<file path="src/rtl/dbtw_pkg.sv">
`default_nettype none
// ----------------------------------------------------------------------------
// Depth buffer package
// Shared sizes, command codes, register indexes and control structs for the
// depth buffer test-and-write block.
// ----------------------------------------------------------------------------
package dbtw_pkg;

    localparam int MAX_WIDTH  = 512;
    localparam int MAX_HEIGHT = 512;
    localparam int DEPTH_BITS = 32;

    localparam int STORE_SIZE = MAX_WIDTH * MAX_HEIGHT;
    localparam int ADDR_W     = $clog2(STORE_SIZE);
    localparam int COORD_W    = 9;
    localparam int SIZE_W     = 10;

    localparam logic signed [DEPTH_BITS-1:0] DEPTH_MIN = {1'b1, {(DEPTH_BITS-1){1'b0}}};
    localparam logic signed [DEPTH_BITS-1:0] DEPTH_MAX = {1'b0, {(DEPTH_BITS-1){1'b1}}};

    localparam logic [ADDR_W-1:0] LAST_ADDR = ADDR_W'(STORE_SIZE - 1);
    localparam logic [SIZE_W-1:0] WIDTH_LIMIT  = SIZE_W'(MAX_WIDTH);
    localparam logic [SIZE_W-1:0] HEIGHT_LIMIT = SIZE_W'(MAX_HEIGHT);
    localparam logic [SIZE_W-1:0] SIZE_RESET   = SIZE_W'(512);

    // Item commands.
    localparam logic [1:0] CMD_READ  = 2'd0;
    localparam logic [1:0] CMD_WRITE = 2'd1;
    localparam logic [1:0] CMD_TEST  = 2'd2;
    localparam logic [1:0] CMD_CLEAR = 2'd3;

    // Configuration register indexes.
    localparam logic REG_FRAME_WIDTH  = 1'b0;
    localparam logic REG_FRAME_HEIGHT = 1'b1;

    // Commands from the controller to the datapath.
    typedef struct packed {
        logic load;     // capture the accepted request
        logic finish;   // commit the result and any store write
        logic clear;    // write one clear entry and advance the sweep
    } dbtw_cmd_t;

    // Status from the datapath to the controller.
    typedef struct packed {
        logic is_clear;   // captured request is a clear
        logic clr_last;   // sweep address is at the last entry
        logic out_free;   // result register can take a new result
    } dbtw_status_t;

    // Register value 0 acts as 1, values above the limit act as the limit.
    function automatic logic [SIZE_W-1:0] active_size(input logic [SIZE_W-1:0] r,
                                                      input logic [SIZE_W-1:0] lim);
        logic [SIZE_W-1:0] s;
        begin
            s = r;
            if (r == '0)
            begin
                s = SIZE_W'(1);
            end
            else if (r > lim)
            begin
                s = lim;
            end
            return s;
        end
    endfunction

endpackage
`default_nettype wire

</file>
<file path="src/rtl/dbtw_ctrl.sv">
`default_nettype none
// ----------------------------------------------------------------------------
// Depth buffer controller
// Sequences each request through capture, store read and commit, and runs
// the clearing sweep after reset and on a clear request.
// ----------------------------------------------------------------------------
module dbtw_ctrl (
    input  wire logic                   clk,
    input  wire logic                   rst_n,
    input  wire logic                   item_valid,
    output logic                        item_ready,
    input  wire dbtw_pkg::dbtw_status_t status,
    output dbtw_pkg::dbtw_cmd_t         cmd
);

    typedef enum logic [1:0] {
        ST_CLEAR,
        ST_IDLE,
        ST_READ,
        ST_FINISH
    } state_t;

    state_t state_reg;
    state_t state_next;

    always_comb
    begin
        state_next = state_reg;
        item_ready = 1'b0;
        cmd        = '0;
        case (state_reg)
            ST_CLEAR:
            begin
                cmd.clear = 1'b1;
                if (status.clr_last)
                begin
                    state_next = ST_IDLE;
                end
            end
            ST_IDLE:
            begin
                item_ready = 1'b1;
                if (item_valid)
                begin
                    cmd.load   = 1'b1;
                    state_next = ST_READ;
                end
            end
            ST_READ:
            begin
                // The store read data is registered at the end of this cycle.
                state_next = ST_FINISH;
            end
            ST_FINISH:
            begin
                if (status.out_free)
                begin
                    cmd.finish = 1'b1;
                    state_next = status.is_clear ? ST_CLEAR : ST_IDLE;
                end
            end
            default:
            begin
                state_next = ST_IDLE;
            end
        endcase
    end

    always_ff @(posedge clk or negedge rst_n)
    begin
        if (!rst_n)
        begin
            state_reg <= ST_CLEAR;
        end
        else
        begin
            state_reg <= state_next;
        end
    end

endmodule
`default_nettype wire

</file>
<file path="config.mk">
export PLATFORM = sky130hd
export DESIGN_NAME = dbtw_ctrl
export DESIGN_NICKNAME = d
export VERILOG_FILES = /design/src/rtl/dbtw_pkg.sv /design/src/rtl/dbtw_ctrl.sv
export SDC_FILE = /design/constraint.sdc
export NUM_CORES = 1
export LEC_CHECK = 0
export ABC_AREA = 1
export BUFFER_PORTS_ARGS = -buffer_cell sky130_fd_sc_hd__buf_2
export CAP_MARGIN = 20
export CORE_AREA = 3 3 40 42
export CTS_CLUSTER_SIZE = 30
export DETAILED_ROUTE_END_ITERATION = 8
export DIE_AREA = 0 0 43 45
export GPL_ROUTABILITY_DRIVEN = 1
export PLACE_DENSITY = 0.39
export SLEW_MARGIN = 20
export SYNTH_ARGS = -nofsm -noshare
export SYNTH_HDL_FRONTEND = slang
export SYNTH_SLANG_ARGS = --single-unit
</file>
<file path="constraint.sdc">
create_clock -name clk -period 2.05 [get_ports clk]
set_clock_uncertainty 0.05 [all_clocks]
set_input_delay 0.41 -clock clk [delete_from_list [all_inputs] [get_ports clk]]
set_output_delay 0.41 -clock clk [all_outputs]
set_load 0.05 [all_outputs]
</file>
Word level (Yosys, flattened, before mapping)
Cells that the tools add are included.

Register bits after elaboration: 2. Input bits: 6. Output and inout port bits: 4. Logic and storage cells: 20.

Eq/ne operators: 6. Mux-type cells: 11. Reduce and logical (&&, ||, !) cells: 2.

Operator list (number): $pmux 2 s4 (1); $mux 1 (7); $mux 2 (3); $ne 2x2->1 const B (3); $eq 2x2->1 const B (2); $reduce_and 3->1 (1); $eq 2x1->1 const B (1); $logic_not 2->1 (1).

Logic depth before layout (Yosys ltp)
Gate-level depths: netlist of run 1.

Word-level depth: 3. Gate-level depth with buffers: 7.

Worst setup path before layout of run 1
Ideal clock, no wire load.

Path kind: reg-to-output. Start: register state_reg[1]. End: output cmd[2] (netlist bit). Arrival time: 1378 ps. Required time: 1590 ps. Slack: 212 ps. Cell stages (with the launch flop): 5. Path buffers: 0. Cell sequence: dfrtp_1 -> inv_1 -> ha_1 -> nand2_1 -> inv_1.

RTL lines: start: declaration (RTL line dbtw_ctrl.sv:23) `state_t state_reg;`; start signal: assignment (RTL line dbtw_ctrl.sv:77) `state_reg <= state_next;`; end: declaration (RTL line dbtw_ctrl.sv:13) `output dbtw_pkg::dbtw_cmd_t cmd`.

==> impl_metrics.json, run 1 <==
{
  "dpl.hpwl_um": 340,
  "arrival_ps": 1230,
  "largest_register_ffs": 2,
  "tns_ps": 0,
  "synthTopCellsByCount": "nand2_1, inv_1, ha_1, nand3_1, dfrtp_1",
  "power_uw": 491,
  "final_util_pct": 22.9,
  "synthFlopType": "dfrtp_1",
  "slew_headroom_pct": 83.5,
  "synth_area_um2": 198,
  "syn_avg_cell_area_um2": 6.18,
  "finalCritPeriodShare_pct": 82.6,
  "final_layout_size_suffix_gt1_share_pct": 31.1,
  "rr_endpoint": "state_reg[0]",
  "status": "complete, no violations",
  "core_area_um2": 1280,
  "ctsResizeCount": 0,
  "p_leak_uw": 0.000209,
  "drc_errors": 0,
  "pin_count": 10,
  "synth.most_common_cell": "nand2_1",
  "layoutNonFillerInstCount": 60,
  "whs_ps": 456,
  "cts_setup_buffers": 0,
  "r2r-start": "state_reg[0]",
  "start_util_pct": 15.4,
  "cts_tree": "built",
  "async_flop_share_pct": 100,
  "synthesis.nets": 41,
  "antenna_found_initial": 0,
  "syn_inst": 32,
  "required_ps": 1590,
  "grt_max_degree": 6,
  "die_area_um2": 1940,
  "cp_max_fo": 4,
  "cts_buffers": 3,
  "final_max_slew_viol_count": 0,
  "rsz0062_at_grt": "false",
  "finalCriticalPeriod_ps": 1690,
  "startpoint": "state_reg[1]",
  "ys_types": 7,
  "gp_congestion": 0.729,
  "startpoint_type": "flop",
  "wl_um": 404,
  "num_rows": 13,
  "ys_seq_area_share_pct": 25.3,
  "clockRootBuffer": "clkbuf_4",
  "viasPerCell": 3.47,
  "yosys_warnings": 0,
  "finalHoldViolations": 0,
  "max_cap_violations": 0,
  "hold_path.class": "input port to asynchronous set/reset pin",
  "cts-hold-fix-buffers": 1,
  "rr_worst_depth": 7,
  "reg2reg_slack_ps": 860,
  "die_w_um": 43,
  "clock-sinks": 2,
  "grt_usage_pct": 5.07,
  "worstMarginPinSlew_ps": 249,
  "clk_pin_slew_worst_paths_ps": 30,
  "ys_seq_elements": 2,
  "wl_per_cell_um": 6.73,
  "peakVddDrop_mv": 0.379,
  "finalSetupViolations": 0,
  "vias": 208,
  "cts_htree_levels": 1,
  "grt_pass1_vias": 194,
  "placement.io_buffers": 9,
  "insertedDiodeCount": 0,
  "areaGrowthSynthToFinish_pct": 48.7,
  "crit_path_end_kind": "output pin",
  "maxClockFrequency_mhz": 590,
  "synth-edff-count": 0,
  "synthTopCellsByArea": "dfrtp_1, nand2_1, ha_1",
  "die_h_um": 45,
  "synth_top_area_share_pct": 25.3,
  "yosysTopAreaCell": "dfrtp_1",
  "criticalPathCategory": "flop to output pin",
  "powerDensity_nw_per_um2": 1670,
  "antenna_left": 0,
  "grt_pass1_wl_um": 703,
  "placedCellCount": 56,
  "clkLatencyLatePin_ps": 220,
  "firstDrtPassIters": 2,
  "cts_max_path_buffers": 2,
  "num-nets-final": 56,
  "overflow": 0,
  "drt_iter0_drc": 1
}
[worst max-delay path: stages, from the launching register on]
cell	delay, ps
dfrtp_1	390
inv_1	90
ha_1	190
nand2_1	60
inv_1	40
buf_2	250
[metal layers]
metal | track usage, % | part of all wire [%] | vias up | wire [um]
met5 | 0 | 0 | - | 0
met4 | 5.42 | 0 | 0 | 0
met3 | 1.59 | 4.0 | 0 | 16
met2 | 8.68 | 58 | 3 | 235
met1 | 4.57 | 38 | 86 | 152
li1 | - | - | 119 | -
[cell usage in the layout (no fill, tap or decap)]
master | Yosys | routed
clkbuf_4 | 0 | 3
nand3_1 | 3 | 3
dlygate4sd3_1 | 0 | 1
buf_2 | 0 | 9
nand2_2 | 1 | 1
dfrtp_1 | 2 | 2
nor2_2 | 1 | 1
nand2_1 | 12 | 12
inv_1 | 10 | 10
ha_1 | 3 | 3
[area by class of cell]
class / instances / area, um^2
Fill cell: 155 / 991
Multi-Input combinational cell: 20 / 110
Timing Repair Buffer: 10 / 55.1
Sequential cell: 2 / 50.0
Inverter: 10 / 37.5
Clock buffer: 3 / 22.5
Tap cell: 15 / 18.8
[per-stage QoR]
stage                     worst slack [ps]  cell area [um^2]
after floorplan                        212               198
after global placement                 576               262
after detailed placement               578               262
after CTS                              330               294
after global routing                   282               294
final                                  356               294
[power by group]
part           internal [uW]  total, uW  switching [uW]
Combinational           95.2        319             224
Clock                   64.6       86.7            22.1
Sequential              62.4       85.4            23.1
Total                    222        491             269
[kinds of logic (layout without fill, tap and decap cells)]
family        count (synthesis)  after routing  share of synthesized area (%)
fa+ha+maj                     3              3                           19.0
flops                         2              2                           25.3
buf+inv                      10             23                           19.0
simple gates                 17             17                           36.7
[how the worst max path moves through the flow]
stage,cells past startpoint,end,slack [ps]
2_1_floorplan,4,cmd[2],210
6_report,5,cmd[2],360
5_1_grt,5,cmd[2],280
3_5_place_dp,5,cmd[2],580
4_1_cts,5,cmd[2],330
3_3_place_gp,5,cmd[2],580
No activity file was read; power rests on OpenSTA's default activity.
==> inputs of run 2 (changes only) <==
--- a/config.mk
+++ b/config.mk
@@ -5,7 +5,7 @@
 export SDC_FILE = /design/constraint.sdc
 export NUM_CORES = 1
 export LEC_CHECK = 0
-export ABC_AREA = 1
+export ABC_AREA = 0
 export BUFFER_PORTS_ARGS = -buffer_cell sky130_fd_sc_hd__buf_2
 export CAP_MARGIN = 20
 export CORE_AREA = 3 3 40 42
@@ -13,7 +13,7 @@
 export DETAILED_ROUTE_END_ITERATION = 8
 export DIE_AREA = 0 0 43 45
 export GPL_ROUTABILITY_DRIVEN = 1
-export PLACE_DENSITY = 0.39
+export PLACE_DENSITY = 0.38
 export SLEW_MARGIN = 20
 export SYNTH_ARGS = -nofsm -noshare
 export SYNTH_HDL_FRONTEND = slang
==> constraint.sdc (replaced) <==
create_clock -name clk -period 1.7 [get_ports clk]
set_clock_uncertainty 0.05 [all_clocks]
set_input_delay 0.34 -clock clk [delete_from_list [all_inputs] [get_ports clk]]
set_output_delay 0.34 -clock clk [all_outputs]
set_load 0.05 [all_outputs]
==> run 2 against run 1 <==
- die area stayed put
- hold slack worse by 80 ps
- routed wire length is 12% lower
- combinational power is 37% higher
- setup slack worse by 270 ps
- synthesized cell count is 44% lower
- critical path depth is 2 lower
- clock power is 21% higher
- power is 32% higher
- global-route usage is 0.25 points lower
- largest cell class unchanged
- highest routed layer unchanged
==> impl_metrics.json, run 2 <==
{
  "synthTopCellsByArea": "dfrtp_1, ha_1, nand2b_1",
  "die_h_um": 45,
  "cts_tree": "built",
  "criticalPathCategory": "flop to output pin",
  "clockRootBuffer": "clkbuf_4",
  "dpl.hpwl_um": 290,
  "async_flop_share_pct": 100,
  "path_buf_inv": 1,
  "placement.io_buffers": 9,
  "max_cap_violations": 0,
  "syn_avg_cell_area_um2": 10.6,
  "die_w_um": 43,
  "cp_top_family": "flip-flops",
  "yosys_warnings": 0,
  "wl_per_cell_um": 7.72,
  "syn_inst": 18,
  "maxClockFrequency_mhz": 619,
  "finalHoldViolations": 0,
  "slowest_stage": "dfrtp_1",
  "vias": 166,
  "cts_htree_levels": 1,
  "ys_seq_area_share_pct": 26.3,
  "worstMarginPinSlew_ps": 250,
  "overflow": 0,
  "peakVddDrop_mv": 0.596,
  "powerDensity_nw_per_um2": 2180,
  "drt_iter0_drc": 3,
  "core_area_um2": 1280,
  "whs_ps": 376,
  "antenna_left": 0,
  "critPathMaxStageDelay_ps": 420,
  "crit_path_end_kind": "output pin",
  "ys_types": 12,
  "clock-sinks": 2,
  "num-nets-final": 42,
  "hold_path.class": "input port to asynchronous set/reset pin",
  "final_max_slew_viol_count": 0,
  "grt_max_degree": 7,
  "synthFlopType": "dfrtp_1",
  "p_leak_uw": 0.000150,
  "stdcell_area_um2": 298,
  "status": "complete, no violations",
  "synth_area_um2": 190,
  "areaGrowthSynthToFinish_pct": 56.6,
  "largest_register_ffs": 2,
  "antenna_found_initial": 0,
  "slew_headroom_pct": 83.4,
  "pin_count": 10,
  "synth-edff-count": 0,
  "crit_chain": "ha_1 -> and2_1 -> buf_2",
  "drc_errors": 0,
  "wl_um": 355,
  "grt_pass1_vias": 175,
  "rsz0062_at_grt": "true",
  "most-common-layout-cells": "buf_2, nand2b_1, clkbuf_4",
  "die_area_um2": 1940,
  "yosysTopAreaCell": "dfrtp_1",
  "cts_max_path_buffers": 2,
  "final_layout_size_suffix_gt1_share_pct": 61.3,
  "synthTopCellsByCount": "ha_1, nand2b_1, dfrtp_1, inv_1",
  "ys_seq_elements": 2,
  "grt_usage_pct": 4.83,
  "clk_pin_slew_worst_paths_ps": 30,
  "final_common_cell": "buf_2",
  "cts_buffers": 3,
  "cp_max_fo": 6,
  "insertedDiodeCount": 0,
  "firstDrtPassIters": 3,
  "viasPerCell": 3.61,
  "dpl_cell_area_um2": 259,
  "gp_congestion": 0.704,
  "grt_pass1_wl_um": 634,
  "finalCriticalPeriod_ps": 1610,
  "startpoint_type": "flop",
  "required_ps": 1310,
  "finalCritPeriodShare_pct": 95.0,
  "synth_top_area_share_pct": 26.3,
  "num_rows": 13,
  "finalSetupViolations": 0,
  "start_util_pct": 14.8,
  "arrival_ps": 1220,
  "clkLatencyLatePin_ps": 220,
  "synthesis.nets": 27
}
run 2: per-layer routing:
layer	part of all wire [%]	up-vias	global-route usage, %
li1	-	88	-
met1	43	71	4.58
met2	45	7	6.89
met3	12	0	2.79
met4	0	0	5.42
met5	0	-	0
run 2: area by class of cell:
class | instances | area (um^2)
fillers | 151 | 987
clock buffers | 3 | 22.5
multi-input cells | 14 | 138
well taps | 15 | 18.8
inverters | 2 | 7.51
flip-flops and latches | 2 | 50.0
repair buffers | 10 | 61.3
run 2: worst paths after layout:
| path | from | to | slack, ps | cells after the start |
|---|---|---|---|---|
| min reg2reg | state_reg[1] | state_reg[1] | 520 | 1 |
| max reg2reg | state_reg[0] | state_reg[1] | 280 | 4 |
| min in group clk | state_reg[1] | state_reg[1] | 520 | 1 |
| max in group asynchronous | rst_n | state_reg[1] | 1130 | 2 |
| min | rst_n | state_reg[0] | 380 | 2 |
| max | state_reg[0] | cmd[1] | 90 | 3 |
run 2: timing repair:
item,in CTS,in global routing
resized for setup,1,1
buffers inserted,0,0
hold buffers,1,0
hold endpoints to repair,2,0
setup endpoints to repair,1,1
run 2: where the power goes:
part	switching [uW]	internal [uW]
sequential	30.7	75.8
combinational	249	188
clock	26.8	77.9
run 2: cells by family (layout without fill, tap and decap cells):
| family | after synthesis | after routing | synth area share [%] |
|---|---|---|---|
| buf+inv | 2 | 15 | 3.95 |
| flops | 2 | 2 | 26.3 |
| mux | 1 | 1 | 7.89 |
| compound gates | 2 | 2 | 9.87 |
| fa+ha+maj | 3 | 3 | 19.7 |
| simple gates | 8 | 8 | 32.2 |
run 2: stage by stage:
stage	instances	util [%]	total power, uW	TNS (ps)	worst slack [ps]
3_3_place_gp	42	20.2	535	0	238
5_1_grt	46	23.2	714	-6.78	-6.78
6_report	46	23.2	649	0	85.2
2_1_floorplan	18	-	472	0	101
3_5_place_dp	42	20.2	538	0	223
4_1_cts	46	22.9	661	0	40.1
